==> config.mk <==
export PLATFORM = sky130hd
export DESIGN_NAME = delta_zigzag_packed_decoder_unit
export DESIGN_NICKNAME = d
export VERILOG_FILES = /design/src/hw/rtl/dzz_pkg.sv /design/src/hw/rtl/dzz_step.sv /design/src/hw/rtl/dzz_out_stage.sv /design/src/hw/rtl/delta_zigzag_packed_decoder_unit.sv
export VERILOG_INCLUDE_DIRS = /design/src /design/src/hw/rtl
export SDC_FILE = /design/constraint.sdc
export NUM_CORES = 1
export LEC_CHECK = 0
export BUFFER_PORTS_ARGS = -buffer_cell sky130_fd_sc_hd__buf_2
export CAP_MARGIN = 20
export CORE_ASPECT_RATIO = 1.4
export CORE_MARGIN = 1
export CORE_UTILIZATION = 56
export DETAILED_ROUTE_END_ITERATION = 6
export PLACE_DENSITY_LB_ADDON = 0.2
export SYNTH_ARGS = -nofsm -noshare
export SYNTH_HDL_FRONTEND = slang
export SYNTH_SLANG_ARGS = --single-unit
export TNS_END_PERCENT = 5
==> constraint.sdc <==
create_clock -name aclk -period 4.9 [get_ports aclk]
set_input_delay 0.49 -clock aclk [delete_from_list [all_inputs] [get_ports aclk]]
set_output_delay 0.49 -clock aclk [all_outputs]
set_load 0.05 [all_outputs]
==> src/hw/rtl/delta_zigzag_packed_decoder_unit_macros.svh <==
// ---------------------------------------------------------------------------
// Delta zigzag packed decoder: assertion macros
// Clocked property checks that drop to nothing when ASSERT_OFF is defined.
// ---------------------------------------------------------------------------
`ifndef DELTA_ZIGZAG_PACKED_DECODER_UNIT_MACROS_SVH
`define DELTA_ZIGZAG_PACKED_DECODER_UNIT_MACROS_SVH

`ifndef ASSERT_OFF

`define DZZ_ASSERT(label, clk, rst_n, prop, msg) \
    label: assert property (@(posedge clk) disable iff (!(rst_n)) (prop)) else $error(msg);

`define DZZ_ASSERT_NEVER(label, clk, rst_n, expr, msg) \
    label: assert property (@(posedge clk) disable iff (!(rst_n)) !(expr)) else $error(msg);

`else

`define DZZ_ASSERT(label, clk, rst_n, prop, msg)

`define DZZ_ASSERT_NEVER(label, clk, rst_n, expr, msg)

`endif

`endif

==> src/hw/rtl/dzz_pkg.sv <==
// ---------------------------------------------------------------------------
// Delta zigzag packed decoder: package
// Widths, byte form codes, decoder state and result types, zigzag helper.
// ---------------------------------------------------------------------------
package dzz_pkg;

    localparam int BYTE_W   = 8;
    localparam int SAMPLE_W = 32;
    localparam int LINE_W   = 16;
    localparam int LEN_W    = LINE_W + 1;
    localparam int SHIFT_W  = 6;
    localparam int SLOT_W   = 2;

    localparam logic [LINE_W-1:0]  DEFAULT_SAMPLES_PER_LINE = 16'd4096;
    localparam logic [LEN_W-1:0]   LINE_MAX    = {1'b1, {LINE_W{1'b0}}};
    localparam logic [LEN_W-1:0]   TRIPLE_COUNT = 17'd3;
    localparam logic [LEN_W-1:0]   PAIR_COUNT   = 17'd2;

    localparam int                 CONT_MORE_BIT = 7;
    localparam logic [SHIFT_W-1:0] HEAD_SHIFT    = 6'd6;
    localparam logic [SHIFT_W-1:0] CONT_STEP     = 6'd7;
    localparam logic [SHIFT_W-1:0] SHIFT_LIMIT   = 6'd32;

    localparam logic [SLOT_W-1:0]  SLOT_FIRST  = 2'd0;
    localparam logic [SLOT_W-1:0]  SLOT_SECOND = 2'd1;
    localparam logic [SLOT_W-1:0]  SLOT_THIRD  = 2'd2;

    typedef enum logic [1:0] {
        FORM_TRIPLE = 2'b00,
        FORM_PAIR   = 2'b01,
        FORM_SINGLE = 2'b10,
        FORM_LONG   = 2'b11
    } form_t;

    typedef struct packed {
        logic [SAMPLE_W-1:0] running_value;
        logic [LINE_W-1:0]   samples_done;
        logic                in_long_code;
        logic [SAMPLE_W-1:0] long_code_value;
        logic [SHIFT_W-1:0]  long_code_shift;
    } dec_state_t;

    typedef struct packed {
        logic signed [SAMPLE_W-1:0] sample;
        logic                       line_end;
        logic                       error;
        logic                       run_last;
    } result_t;

    function automatic logic [SAMPLE_W-1:0] zigzag_decode(input logic [SAMPLE_W-1:0] code);
        logic [SAMPLE_W-1:0] half;
        half = code >> 1;
        return code[0] ? ~half : half;
    endfunction

endpackage

==> src/hw/rtl/dzz_step.sv <==
// ---------------------------------------------------------------------------
// Delta zigzag packed decoder: decode step
// Decodes one code slot of the held byte, applies it to the running sample
// and gives the next decoder state.
// ---------------------------------------------------------------------------
module dzz_step (
    input  dzz_pkg::dec_state_t         cur_state,
    input  logic [dzz_pkg::BYTE_W-1:0]  code_byte,
    input  logic [dzz_pkg::SLOT_W-1:0]  slot,
    input  logic [dzz_pkg::LINE_W-1:0]  samples_per_line,
    output dzz_pkg::dec_state_t         next_state,
    output dzz_pkg::result_t            result,
    output logic                        emit,
    output logic                        last
);
    import dzz_pkg::*;

    logic [LEN_W-1:0]    line_len;
    logic [LEN_W-1:0]    done_ext;
    logic [LEN_W-1:0]    done_inc;
    logic                line_done;
    logic                overrun;
    logic [SAMPLE_W-1:0] acc;
    logic [SHIFT_W-1:0]  new_shift;
    logic [SAMPLE_W-1:0] code;
    logic [SAMPLE_W-1:0] sum;

    assign line_len  = (samples_per_line == '0) ? LINE_MAX : {1'b0, samples_per_line};
    assign done_ext  = {1'b0, cur_state.samples_done};
    assign done_inc  = done_ext + LEN_W'(1);
    assign line_done = (done_inc >= line_len);

    always_comb begin
        next_state = cur_state;
        result     = '0;
        emit       = 1'b0;
        last       = 1'b1;
        overrun    = 1'b0;
        code       = '0;
        acc        = cur_state.long_code_value;
        new_shift  = cur_state.long_code_shift;

        if (cur_state.long_code_shift < SHIFT_LIMIT) begin
            acc       = acc | (SAMPLE_W'(code_byte[6:0]) << cur_state.long_code_shift[4:0]);
            new_shift = cur_state.long_code_shift + CONT_STEP;
        end

        if (cur_state.in_long_code) begin
            if (code_byte[CONT_MORE_BIT]) begin
                next_state.long_code_value = acc;
                next_state.long_code_shift = new_shift;
            end else begin
                emit = 1'b1;
                code = acc;
                next_state.in_long_code    = 1'b0;
                next_state.long_code_value = '0;
                next_state.long_code_shift = '0;
            end
        end else begin
            case (form_t'(code_byte[7:6]))
                FORM_TRIPLE: begin
                    emit    = 1'b1;
                    overrun = (slot == SLOT_FIRST) && (done_ext + TRIPLE_COUNT > line_len);
                    case (slot)
                        SLOT_FIRST: begin
                            code = SAMPLE_W'(code_byte[1:0]);
                            last = 1'b0;
                        end
                        SLOT_SECOND: begin
                            code = SAMPLE_W'(code_byte[3:2]);
                            last = 1'b0;
                        end
                        default: begin
                            code = SAMPLE_W'(code_byte[5:4]);
                        end
                    endcase
                end
                FORM_PAIR: begin
                    emit    = 1'b1;
                    overrun = (slot == SLOT_FIRST) && (done_ext + PAIR_COUNT > line_len);
                    case (slot)
                        SLOT_FIRST: begin
                            code = SAMPLE_W'(code_byte[2:0]);
                            last = 1'b0;
                        end
                        default: begin
                            code = SAMPLE_W'(code_byte[5:3]);
                        end
                    endcase
                end
                FORM_SINGLE: begin
                    emit = 1'b1;
                    code = SAMPLE_W'(code_byte[5:0]);
                end
                FORM_LONG: begin
                    next_state.in_long_code    = 1'b1;
                    next_state.long_code_value = SAMPLE_W'(code_byte[5:0]);
                    next_state.long_code_shift = HEAD_SHIFT;
                end
                default: begin
                    emit = 1'b0;
                end
            endcase
        end

        sum = cur_state.running_value + zigzag_decode(code);

        if (overrun) begin
            last                     = 1'b1;
            result.error             = 1'b1;
            result.run_last          = 1'b1;
            next_state.running_value = '0;
            next_state.samples_done  = '0;
        end else if (emit) begin
            result.sample            = sum;
            result.line_end          = line_done;
            result.run_last          = last;
            next_state.running_value = line_done ? '0 : sum;
            next_state.samples_done  = line_done ? '0 : done_inc[LINE_W-1:0];
        end
    end

endmodule

==> src/hw/rtl/dzz_out_stage.sv <==
// ---------------------------------------------------------------------------
// Delta zigzag packed decoder: result register
// Holds one result for the result channel and frees itself on transfer.
// ---------------------------------------------------------------------------
module dzz_out_stage (
    input  logic                                aclk,
    input  logic                                aresetn,
    input  logic                                load,
    input  dzz_pkg::result_t                    result,
    output logic                                can_load,
    output logic                                m_valid,
    input  logic                                m_ready,
    output logic signed [dzz_pkg::SAMPLE_W-1:0] m_sample,
    output logic                                m_line_end,
    output logic                                m_error,
    output logic                                m_run_last
);
    import dzz_pkg::*;

    logic    valid_reg;
    logic    valid_next;
    result_t data_reg;

    assign can_load   = !valid_reg || m_ready;
    assign valid_next = load ? 1'b1 : (m_ready ? 1'b0 : valid_reg);

    always_ff @(posedge aclk) begin
        if (!aresetn) begin
            valid_reg <= 1'b0;
        end else begin
            valid_reg <= valid_next;
        end
    end

    always_ff @(posedge aclk) begin
        if (load) begin
            data_reg <= result;
        end
    end

    assign m_valid    = valid_reg;
    assign m_sample   = data_reg.sample;
    assign m_line_end = data_reg.line_end;
    assign m_error    = data_reg.error;
    assign m_run_last = data_reg.run_last;

endmodule

==> src/hw/rtl/delta_zigzag_packed_decoder_unit.sv <==
// ---------------------------------------------------------------------------
// Delta zigzag packed decoder unit
// Rebuilds 32-bit samples from a byte stream of packed and long zigzag codes.
// ---------------------------------------------------------------------------
// Input channel s_*: one compressed byte per transfer. Result channel m_*:
// one sample per transfer, with line_end, error and run_last flags.
// cfg_wr_en/cfg_wr_data write the line length (samples per line, 0 = 65536)
// and take effect on the next byte; write only while the unit is idle.
// A byte is held in an input register; one code slot of it is decoded per
// cycle while the output register can take its result, and any result is
// written to the output register, from which the result channel reads.
// A byte yields three 2-bit codes, two 3-bit codes or a single code, each
// decoded in its own slot; an overrun error, a long head or a continuation
// byte takes a single slot. The next byte is taken in the cycle its
// predecessor's last slot advances, so the input register refills as it
// empties. A stalled receiver holds the output register and, through it,
// any slot with a result to load and the input register; nothing is dropped.
// Reset clears the running sample, the line count and any partial long code,
// and sets the line length to 4096.
// ---------------------------------------------------------------------------
`include "delta_zigzag_packed_decoder_unit_macros.svh"

module delta_zigzag_packed_decoder_unit (
    input  logic                                aclk,
    input  logic                                aresetn,
    input  logic                                cfg_wr_en,
    input  logic [dzz_pkg::LINE_W-1:0]          cfg_wr_data,
    input  logic                                s_valid,
    output logic                                s_ready,
    input  logic [dzz_pkg::BYTE_W-1:0]          s_code_byte,
    output logic                                m_valid,
    input  logic                                m_ready,
    output logic signed [dzz_pkg::SAMPLE_W-1:0] m_sample,
    output logic                                m_line_end,
    output logic                                m_error,
    output logic                                m_run_last
);
    import dzz_pkg::*;

    logic [LINE_W-1:0] spl_reg;
    logic [BYTE_W-1:0] byte_reg;
    logic              byte_vld_reg;
    logic              byte_vld_next;
    logic [SLOT_W-1:0] slot_reg;
    logic [SLOT_W-1:0] slot_next;
    dec_state_t        state_reg;
    dec_state_t        state_next;

    dec_state_t        step_state;
    result_t           step_result;
    logic              step_emit;
    logic              step_last;
    logic              can_load;
    logic              advance;
    logic              byte_done;

    dzz_step u_step (
        .cur_state        (state_reg),
        .code_byte        (byte_reg),
        .slot             (slot_reg),
        .samples_per_line (spl_reg),
        .next_state       (step_state),
        .result           (step_result),
        .emit             (step_emit),
        .last             (step_last)
    );

    dzz_out_stage u_out (
        .aclk       (aclk),
        .aresetn    (aresetn),
        .load       (advance && step_emit),
        .result     (step_result),
        .can_load   (can_load),
        .m_valid    (m_valid),
        .m_ready    (m_ready),
        .m_sample   (m_sample),
        .m_line_end (m_line_end),
        .m_error    (m_error),
        .m_run_last (m_run_last)
    );

    assign advance   = byte_vld_reg && (!step_emit || can_load);
    assign byte_done = advance && step_last;
    assign s_ready   = !byte_vld_reg || byte_done;

    always_comb begin
        state_next    = advance ? step_state : state_reg;
        slot_next     = slot_reg;
        byte_vld_next = byte_vld_reg;
        if (advance) begin
            slot_next = step_last ? SLOT_FIRST : slot_reg + SLOT_W'(1);
        end
        if (s_valid && s_ready) begin
            byte_vld_next = 1'b1;
        end else if (byte_done) begin
            byte_vld_next = 1'b0;
        end
    end

    always_ff @(posedge aclk) begin
        if (!aresetn) begin
            spl_reg      <= DEFAULT_SAMPLES_PER_LINE;
            byte_vld_reg <= 1'b0;
            slot_reg     <= SLOT_FIRST;
            state_reg    <= '0;
        end else begin
            if (cfg_wr_en) begin
                spl_reg <= cfg_wr_data;
            end
            byte_vld_reg <= byte_vld_next;
            slot_reg     <= slot_next;
            state_reg    <= state_next;
        end
    end

    always_ff @(posedge aclk) begin
        if (s_valid && s_ready) begin
            byte_reg <= s_code_byte;
        end
    end

    `DZZ_ASSERT_NEVER(a_slot_range, aclk, aresetn, slot_reg > SLOT_THIRD, "slot out of range")

    `DZZ_ASSERT(a_slot_needs_packed, aclk, aresetn,
        (slot_reg != SLOT_FIRST) |-> (byte_vld_reg && !state_reg.in_long_code),
        "mid-byte slot without a held packed byte")

    `DZZ_ASSERT(a_long_idle_clear, aclk, aresetn,
        !state_reg.in_long_code |->
            (state_reg.long_code_value == '0 && state_reg.long_code_shift == '0),
        "long code state left over")

    `DZZ_ASSERT(a_error_shape, aclk, aresetn,
        (m_valid && m_error) |-> (m_sample == '0 && m_run_last && !m_line_end),
        "malformed error result")

    `DZZ_ASSERT(a_error_restarts, aclk, aresetn,
        (advance && step_emit && step_result.error) |=>
            (state_reg.running_value == '0 && state_reg.samples_done == '0
             && slot_reg == SLOT_FIRST),
        "overrun did not restart the line")

endmodule
# After elaboration in Yosys (flattened, before gate mapping)
# Cells that the tools add are included.
[word_totals]
regBits = 150
wordCells = 92
[op_classes]
reduce_logical = 25
n_mux = 34
eq_ne = 5
n_addsub = 6
shifts = 1
magnitude_cmp = 4
bitwise_logic = 3
[ops]
columns = ["operator", "count"]
rows = [
  ["$mux 32", 5],
  ["$mux 48", 2],
  ["$pmux 32 s3", 1],
  ["$mux 39", 2],
  ["$mux 38", 1],
  ["$add 16x2->17 const B", 2],
  ["$gt 17x17->1", 2],
  ["$add 32x32->32", 1],
  ["$not 31->32", 1],
  ["$or 32x32->32", 1],
  ["$shl 7x5->32", 1],
  ["$add 16x1->17 const B", 1],
  ["$ge 17x17->1", 1],
  ["$mux 17", 1],
  ["$logic_not 16->1", 1],
  ["$mux 16", 1],
  ["$mux 1", 15],
  ["$reduce_bool 2->1", 4],
  ["$add 6x3->6 const B", 1],
  ["$logic_and 1x1->1", 6],
  ["$lt 6x6->1 const B", 1],
  ["$mux 6", 1],
  ["$eq 2x1->1 const B", 2],
  ["$eq 2x2->1 const B", 2],
  ["other kinds (14)", 22],
]

# Logic depth before layout (Yosys ltp)
[logic_depth]
word_depth = 11
mapped_depth = 20
mapped_depth_nobuf = 19

# By module
# A second synthesis with hierarchy kept.
[hier_totals]
hier_cells = 1495
area_unflattened_um2 = 11592.4
[modules_own_cells]
columns = ["module", "cells_per_inst", "area_per_inst_um2", "instances"]
rows = [
  ["dzz_step", 979, 6292.3, 1],
  ["delta_zigzag_packed_decoder_unit", 477, 4200.3, 1],
  ["dzz_out_stage", 39, 1099.8, 1],
]

# Worst setup path before layout
# OpenSTA, ideal clock, no wires.
[synth_path]
kind = "reg-to-reg"
start = "register slot_reg[0]"
end = "register state_reg[73] in the netlist's numbering"
t_arrival_ns = 4.492
path_stages_with_launch = 21
slack_ns = 0.338
required_time_ns = 4.830
path_buffers = 3
path_cell_list = "dfxtp_1 inv_1 ha_1 clkbuf_1 nor3b_1 a21oi_1 o32a_1 and2_1 clkbuf_1 buf_2 xnor2_1 ha_1 fa_1 a21o_1 a221o_1 a311oi_4 o21ai_0 a211o_1 xnor2_1 or3_1 a21oi_1"
[synth_via]
elab_chain_cells = 10
[synth_rtl]
columns = ["item", "line_no", "source"]
rows = [
  ["from (decl)", "delta_zigzag_packed_decoder_unit.sv:44", "logic [SLOT_W-1:0] slot_reg;"],
  ["from (signal assigned)", "delta_zigzag_packed_decoder_unit.sv:111", "slot_reg <= slot_next;"],
  ["$eq 2x1->1 / $logic_not 2->1 (equally long branches)", "dzz_step.sv:64, dzz_step.sv:63, dzz_step.sv:80", ""],
  ["$pmux 2 s2 / $mux 3 (equally long branches)", "dzz_step.sv:64, dzz_step.sv:81", ""],
  ["$pmux 32 s3", "dzz_step.sv:60", "case (form_t'(code_byte[7:6]))"],
  ["$mux 32", "dzz_step.sv:48", "if (cur_state.in_long_code) begin"],
  ["$not 31->32", "dzz_pkg.sv:53", "return code[0] ? ~half : half;"],
  ["$mux 32", "dzz_pkg.sv:53", ""],
  ["$add 32x32->32", "dzz_step.sv:106", "sum = cur_state.running_value + zigzag_decode(code);"],
  ["$mux 32", "dzz_step.sv:118", "next_state.running_value = line_done ? '0 : sum;"],
  ["$mux 48", "dzz_step.sv:114", "end else if (emit) begin"],
  ["$mux 48", "dzz_step.sv:108", "if (overrun) begin"],
  ["to (signal assigned)", "delta_zigzag_packed_decoder_unit.sv:112", "state_reg <= state_next;"],
  ["to (decl)", "delta_zigzag_packed_decoder_unit.sv:46", "dec_state_t state_reg;"],
]
# Parallel ways exist; a longest one is shown, timed or not. The select of a mux whose other input is x is not followed.
# A chain may end at the register's enable or synchronous reset.

# Worst setup path after layout
[layout_path]
start = "register state_reg[41] in the netlist's numbering"
end = "output port s_ready"
[layout_via]
elab_chain_cells = 8
[layout_rtl]
columns = ["item", "line_no", "source"]
rows = [
  ["$add 16x2->17 (on tied branches)", "dzz_step.sv:80, dzz_step.sv:63", ""],
  ["$gt 17x17->1 (on tied branches)", "dzz_step.sv:80, dzz_step.sv:63", ""],
  ["$logic_and 1x1->1 (on tied branches)", "dzz_step.sv:80, dzz_step.sv:63", ""],
  ["$pmux 1 s2 (*)", "dzz_step.sv:60", ""],
  ["$mux 1 (*)", "dzz_step.sv:48", ""],
  ["$mux 1 (*)", "dzz_step.sv:108", ""],
  ["$logic_and 1x1->1 (*)", "delta_zigzag_packed_decoder_unit.sv:83", "assign byte_done = advance && step_last;"],
  ["$logic_or 1x1->1 (*)", "delta_zigzag_packed_decoder_unit.sv:84", "assign s_ready = !byte_vld_reg || byte_done;"],
  ["to (decl)", "delta_zigzag_packed_decoder_unit.sv:29", "output logic s_ready,"],
]
# Mark *: on every way between the ends. The rest lies on a longest branch, timed or not.

==> run_summary.xml <==
<?xml version="1.0" encoding="UTF-8"?>
<metrics>
  <group name="run_status">
    <metric name="outcome" unit="">finished clean</metric>
  </group>
  <group name="drt">
    <metric name="met1_length" unit="mm">11.3</metric>
    <metric name="maxUsedRoutingLayer" unit="">met4</metric>
    <metric name="route.vias.total" unit="">9696</metric>
    <metric name="remaining_drc_errors" unit="">0</metric>
    <metric name="average_routed_wire_per_standard_cell" unit="µm">18.9</metric>
    <metric name="via_per_inst" unit="">6.13</metric>
    <metric name="drtPass1Iterations" unit="">5</metric>
    <metric name="number_of_drc_violations_after_detailed_routing_iteration_0" unit="">810</metric>
    <metric name="met3_wirelength_from_detailed_routing" unit="mm">1.56</metric>
    <metric name="antenna_left" unit="">0</metric>
    <metric name="dr_wl_met2" unit="mm">15.2</metric>
    <metric name="routed_wl" unit="mm">29.9</metric>
  </group>
  <group name="logic_synthesis">
    <metric name="netlist_instances" unit="">1276</metric>
    <metric name="ys_warn_count" unit="">0</metric>
    <metric name="library_cells_used_by_synthesis" unit="">79</metric>
    <metric name="top_area_cell_type_share_of_the_netlist_area" unit="">0.206</metric>
    <metric name="synth-edff-count" unit="">43</metric>
    <metric name="synthesis.nets" unit="">1393</metric>
    <metric name="ys_ff_latch" unit="">150</metric>
    <metric name="synth_top_flop_cell" unit="">sky130_fd_sc_hd__dfxtp_1</metric>
    <metric name="mappedNetlistArea" unit="µm²">10400</metric>
    <metric name="yosysTopAreaCell" unit="">sky130_fd_sc_hd__dfxtp_1</metric>
    <metric name="yosysSeqAreaShare" unit="">0.330</metric>
    <metric name="syn_area_per_cell" unit="µm²">8.17</metric>
    <metric name="cell_types_occupying_the_most_area_after_synthesis" unit="">sky130_fd_sc_hd__dfxtp_1 21%, sky130_fd_sc_hd__edfxtp_1 12%, sky130_fd_sc_hd__ha_1 10%, sky130_fd_sc_hd__a21oi_1 6.5%, sky130_fd_sc_hd__nor2_1 5.8%</metric>
    <metric name="synth-async-reset-ratio" unit="">0</metric>
  </group>
  <group name="cells_and_area">
    <metric name="layout_cell_share_with_drive_strength_beyond_1" unit="">0.143</metric>
    <metric name="largest_reg_flops" unit="">87</metric>
    <metric name="finish.cell_count_without_fillers" unit="">1583</metric>
    <metric name="multi_input_area" unit="µm²">6560</metric>
    <metric name="sequential_cell_area_in_the_final_layout" unit="µm²">3440</metric>
    <metric name="layout.nets" unit="">1447</metric>
    <metric name="antenna_cells_inserted" unit="">0</metric>
    <metric name="area_growth" unit="%">13.7</metric>
    <metric name="final.fill_count" unit="">1550</metric>
  </group>
  <group name="place">
    <metric name="numPlacedInstances" unit="">1551</metric>
    <metric name="detailedPlace.worstSlack" unit="ns">0.310</metric>
    <metric name="placement.io_buffers" unit="">65</metric>
    <metric name="dp_hpwl" unit="mm">22.1</metric>
    <metric name="place.gp.congestion" unit="">0.951</metric>
  </group>
  <group name="sta">
    <metric name="tightest_slew" unit="ns">0.892</metric>
    <metric name="finalWorstSetupSlack" unit="ns">0.198</metric>
    <metric name="pins_over_their_slew_limit" unit="">0</metric>
    <metric name="fmax" unit="GHz">0.213</metric>
    <metric name="min_period_over_period" unit="">0.960</metric>
    <metric name="skew" unit="ns">0.0122</metric>
    <metric name="setup_repair_after_global_routing_missed_its_margin" unit="">yes</metric>
    <metric name="final_period_minus_worst_setup_slack" unit="ns">4.70</metric>
    <metric name="relSlewSlack" unit="">0.404</metric>
    <metric name="finalHoldViolations" unit="">0</metric>
    <metric name="setup_violations" unit="">0</metric>
  </group>
  <group name="critical_path">
    <metric name="critPathMaxFanout" unit="">9</metric>
    <metric name="critical_path_class" unit="">reg2out</metric>
    <metric name="origin_of_the_worst_setup_path" unit="">state_reg[41]</metric>
    <metric name="critical_path_arrival" unit="ns">4.21</metric>
    <metric name="required_time_of_the_critical_path" unit="ns">4.41</metric>
    <metric name="critical_path_start_type" unit="">register</metric>
    <metric name="crit-reg2reg-launch" unit="">byte_reg[6]</metric>
    <metric name="crit_path_cell_trace" unit="">ha_1 &gt; buf_4 &gt; a21oi_1 &gt; nor3_2 &gt; nand3_1 &gt; nor2_1 &gt; xor2_1 &gt; ha_1 &gt; nand4_1 &gt; nor4_1 &gt; and4b_1 &gt; nor2_1 &gt; a221oi_1 &gt; o21ai_1 &gt; a21oi_2 &gt; inv_1 &gt; buf_2</metric>
    <metric name="critical_path.top_delay_family" unit="">simple AND/OR/NAND/NOR gates</metric>
    <metric name="crit_path_max_incr_delay" unit="ns">0.53</metric>
    <metric name="cp_num_buf_inv" unit="">3</metric>
    <metric name="worst_setup_path_end_kind" unit="">output port</metric>
    <metric name="crit_path_top_delay_cell" unit="">sky130_fd_sc_hd__nor4_1</metric>
  </group>
  <group name="pwr">
    <metric name="power.density" unit="nW/µm²">308</metric>
    <metric name="power_frac_comb" unit="">0.231</metric>
    <metric name="cell_internal_pwr" unit="mW">2.46</metric>
    <metric name="p_sw_frac" unit="">0.327</metric>
    <metric name="vdd_ir_drop_max" unit="V">0.000201</metric>
    <metric name="power_frac_seq" unit="">0.385</metric>
    <metric name="leakage" unit="nW">4.81</metric>
    <metric name="power.total" unit="mW">3.65</metric>
    <metric name="total_net_switching_power" unit="mW">1.19</metric>
    <metric name="clock_power_share" unit="">0.385</metric>
  </group>
  <group name="clock_network">
    <metric name="cts_hold_repair.buffers" unit="">0</metric>
    <metric name="cts_made_buffers" unit="">17</metric>
    <metric name="clk_latency" unit="ns">0.43</metric>
    <metric name="clk_transition_reported_paths" unit="ns">0.07</metric>
    <metric name="numClockSinks" unit="">150</metric>
    <metric name="cts_tree" unit="">built</metric>
    <metric name="postCtsSetupRepairBufs" unit="">0</metric>
    <metric name="cts-htree-levels" unit="">4</metric>
    <metric name="cts-root-to-sink-buffers" unit="">2</metric>
    <metric name="clock-root-buffer" unit="">sky130_fd_sc_hd__clkbuf_16</metric>
  </group>
  <group name="floorplanning">
    <metric name="design.portCount" unit="">66</metric>
    <metric name="die_area" unit="µm²">19200</metric>
    <metric name="die_width" unit="µm">117</metric>
    <metric name="floorplan.rows" unit="">58</metric>
    <metric name="starting_density_of_the_core" unit="">0.577</metric>
    <metric name="die_height" unit="µm">163</metric>
    <metric name="standard_cell_core_area" unit="µm²">18100</metric>
  </group>
  <group name="worst_hold_path">
    <metric name="worst_hold_path_type" unit="">in2reg</metric>
    <metric name="hold_path.startpoint" unit="">s_code_byte[4]</metric>
  </group>
  <group name="grt">
    <metric name="grt_use_total" unit="">0.324</metric>
    <metric name="antenna_found_initial" unit="">0</metric>
    <metric name="maximum_number_of_pins_on_one_net_before_global_route_repair" unit="">51</metric>
    <metric name="first_pass_grt_wire_length" unit="mm">47.4</metric>
    <metric name="grt_overflow" unit="">0</metric>
    <metric name="number_of_global_route_vias_before_repair" unit="">9287</metric>
  </group>
  <group name="job">
    <metric name="cap_violations" unit="">0</metric>
  </group>
</metrics>
==> Yosys cell counts, types with 6 or more instances <==
master                     count
sky130_fd_sc_hd__nor4_1       13
sky130_fd_sc_hd__and3_1       13
sky130_fd_sc_hd__edfxtp_1     43
sky130_fd_sc_hd__o211ai_1      6
sky130_fd_sc_hd__nor2_1      162
sky130_fd_sc_hd__nor3_1       19
sky130_fd_sc_hd__or3_1        25
sky130_fd_sc_hd__o21a_1        7
sky130_fd_sc_hd__ha_1         87
sky130_fd_sc_hd__buf_1        10
sky130_fd_sc_hd__nand3_1      51
sky130_fd_sc_hd__nor2b_1      11
sky130_fd_sc_hd__nand3b_1      6
sky130_fd_sc_hd__a21o_1       17
sky130_fd_sc_hd__xor2_1       33
sky130_fd_sc_hd__a31oi_1      21
sky130_fd_sc_hd__buf_2        14
sky130_fd_sc_hd__dfxtp_1     107
sky130_fd_sc_hd__o22ai_1       7
sky130_fd_sc_hd__a221oi_1      8
sky130_fd_sc_hd__a21oi_1     136
sky130_fd_sc_hd__inv_1        49
sky130_fd_sc_hd__mux2i_1      25
sky130_fd_sc_hd__nand2_1     114
sky130_fd_sc_hd__nand4_1      19
sky130_fd_sc_hd__o31ai_1       7
sky130_fd_sc_hd__xnor2_1      66
sky130_fd_sc_hd__o21ai_0      38
sky130_fd_sc_hd__and2_1       12
sky130_fd_sc_hd__clkbuf_1     56
sky130_fd_sc_hd__nand2b_1      6
==> layer usage <==
metal,up-vias,GRT usage
met5,-,0
met1,4564,0.350
met2,367,0.571
li1,4650,-
met4,0,0.204
met3,115,0.0620
==> kinds of logic after synthesis <==
family                   count (synthesis)  share of synthesized area
flip-flops                             150                      0.330
adder cells (fa/ha/maj)                 88                      0.106
XOR/XNOR                                99                     0.0832
buffers and inverters                  131                     0.0496
multiplexers                            30                     0.0305
AO/OA/AOI/OAI                          301                      0.183
AND/OR/NAND/NOR                        477                      0.217
==> metrics by stage <==
step                      setup TNS, ns  hold slack [ns]  utilization  area, µm²
after floorplan                       0            0.432            -      10400
after global placement                0            0.442        0.616      11100
after detailed placement              0            0.451        0.616      11100
after CTS                             0            0.218        0.652      11800
after global routing            -0.0146            0.223        0.656      11800
final                                 0            0.229        0.656      11800
==> worst paths after layout <==
kind	to	slack, ns	depth (start not counted)
setup / recovery	s_ready	0.20	17
hold reg to reg	state_reg[26]	0.46	2
hold / removal	byte_reg[4]	0.23	1
setup reg to reg	state_reg[73]	0.23	17
==> worst reg2reg max path: cells and delay by family, from the launching register on <==
family / cells / cell delay (ns)
DFF: 1 / 0.75
muxes: 1 / 0.32
and+or+nand+nor: 4 / 0.68
adders and majority gates: 1 / 0.38
xor gates and xnor gates: 2 / 0.37
AOI/OAI and AO/OA: 9 / 2.09
==> what timing repair did <==
item / CTS / global route
resized for setup: 3 / 17
pin swaps: 0 / 1
endpoints found under the setup margin: 1 / 12
==> layout by cell type (no fill, tap or decap), types with 11 or more instances in the layout <==
cell type / n
sky130_fd_sc_hd__and3_1: 13
sky130_fd_sc_hd__nand3_1: 49
sky130_fd_sc_hd__ha_1: 87
sky130_fd_sc_hd__xnor2_1: 65
sky130_fd_sc_hd__a31oi_1: 20
sky130_fd_sc_hd__edfxtp_1: 43
sky130_fd_sc_hd__nor2b_1: 11
sky130_fd_sc_hd__a21o_1: 17
sky130_fd_sc_hd__nor4_1: 11
sky130_fd_sc_hd__o21ai_0: 36
sky130_fd_sc_hd__and2_1: 11
sky130_fd_sc_hd__nor2_1: 161
sky130_fd_sc_hd__or3_1: 24
sky130_fd_sc_hd__nand4_1: 19
sky130_fd_sc_hd__a21oi_1: 135
sky130_fd_sc_hd__clkbuf_16: 18
sky130_fd_sc_hd__nor3_1: 18
sky130_fd_sc_hd__inv_1: 47
sky130_fd_sc_hd__nand2_1: 114
sky130_fd_sc_hd__xor2_1: 33
sky130_fd_sc_hd__mux2i_1: 25
sky130_fd_sc_hd__buf_4: 50
sky130_fd_sc_hd__dfxtp_1: 103
sky130_fd_sc_hd__buf_2: 65
==> power by group through the flow <==
stage          sequential (mW)  combinational, mW  clock [mW]
6_report                  1.40              0.842        1.40
3_5_place_dp              1.43              0.826           0
5_1_grt                   1.41              0.918        1.46
2_1_floorplan             1.50              0.521           0
4_1_cts                   1.40              0.833        1.41
3_3_place_gp              1.43              0.814           0
==> cell type report <==
cell class / instances / share of cell area
Tap cell: 240 / 0.0253
Timing Repair Buffer: 117 / 0.0625
Sequential cell: 150 / 0.290
Clock buffer: 18 / 0.0380
Multi-Input combinational cell: 995 / 0.553
Inverter: 49 / 0.0155
Clock inverter: 14 / 0.0148
(Power assumes the default switching activity.)
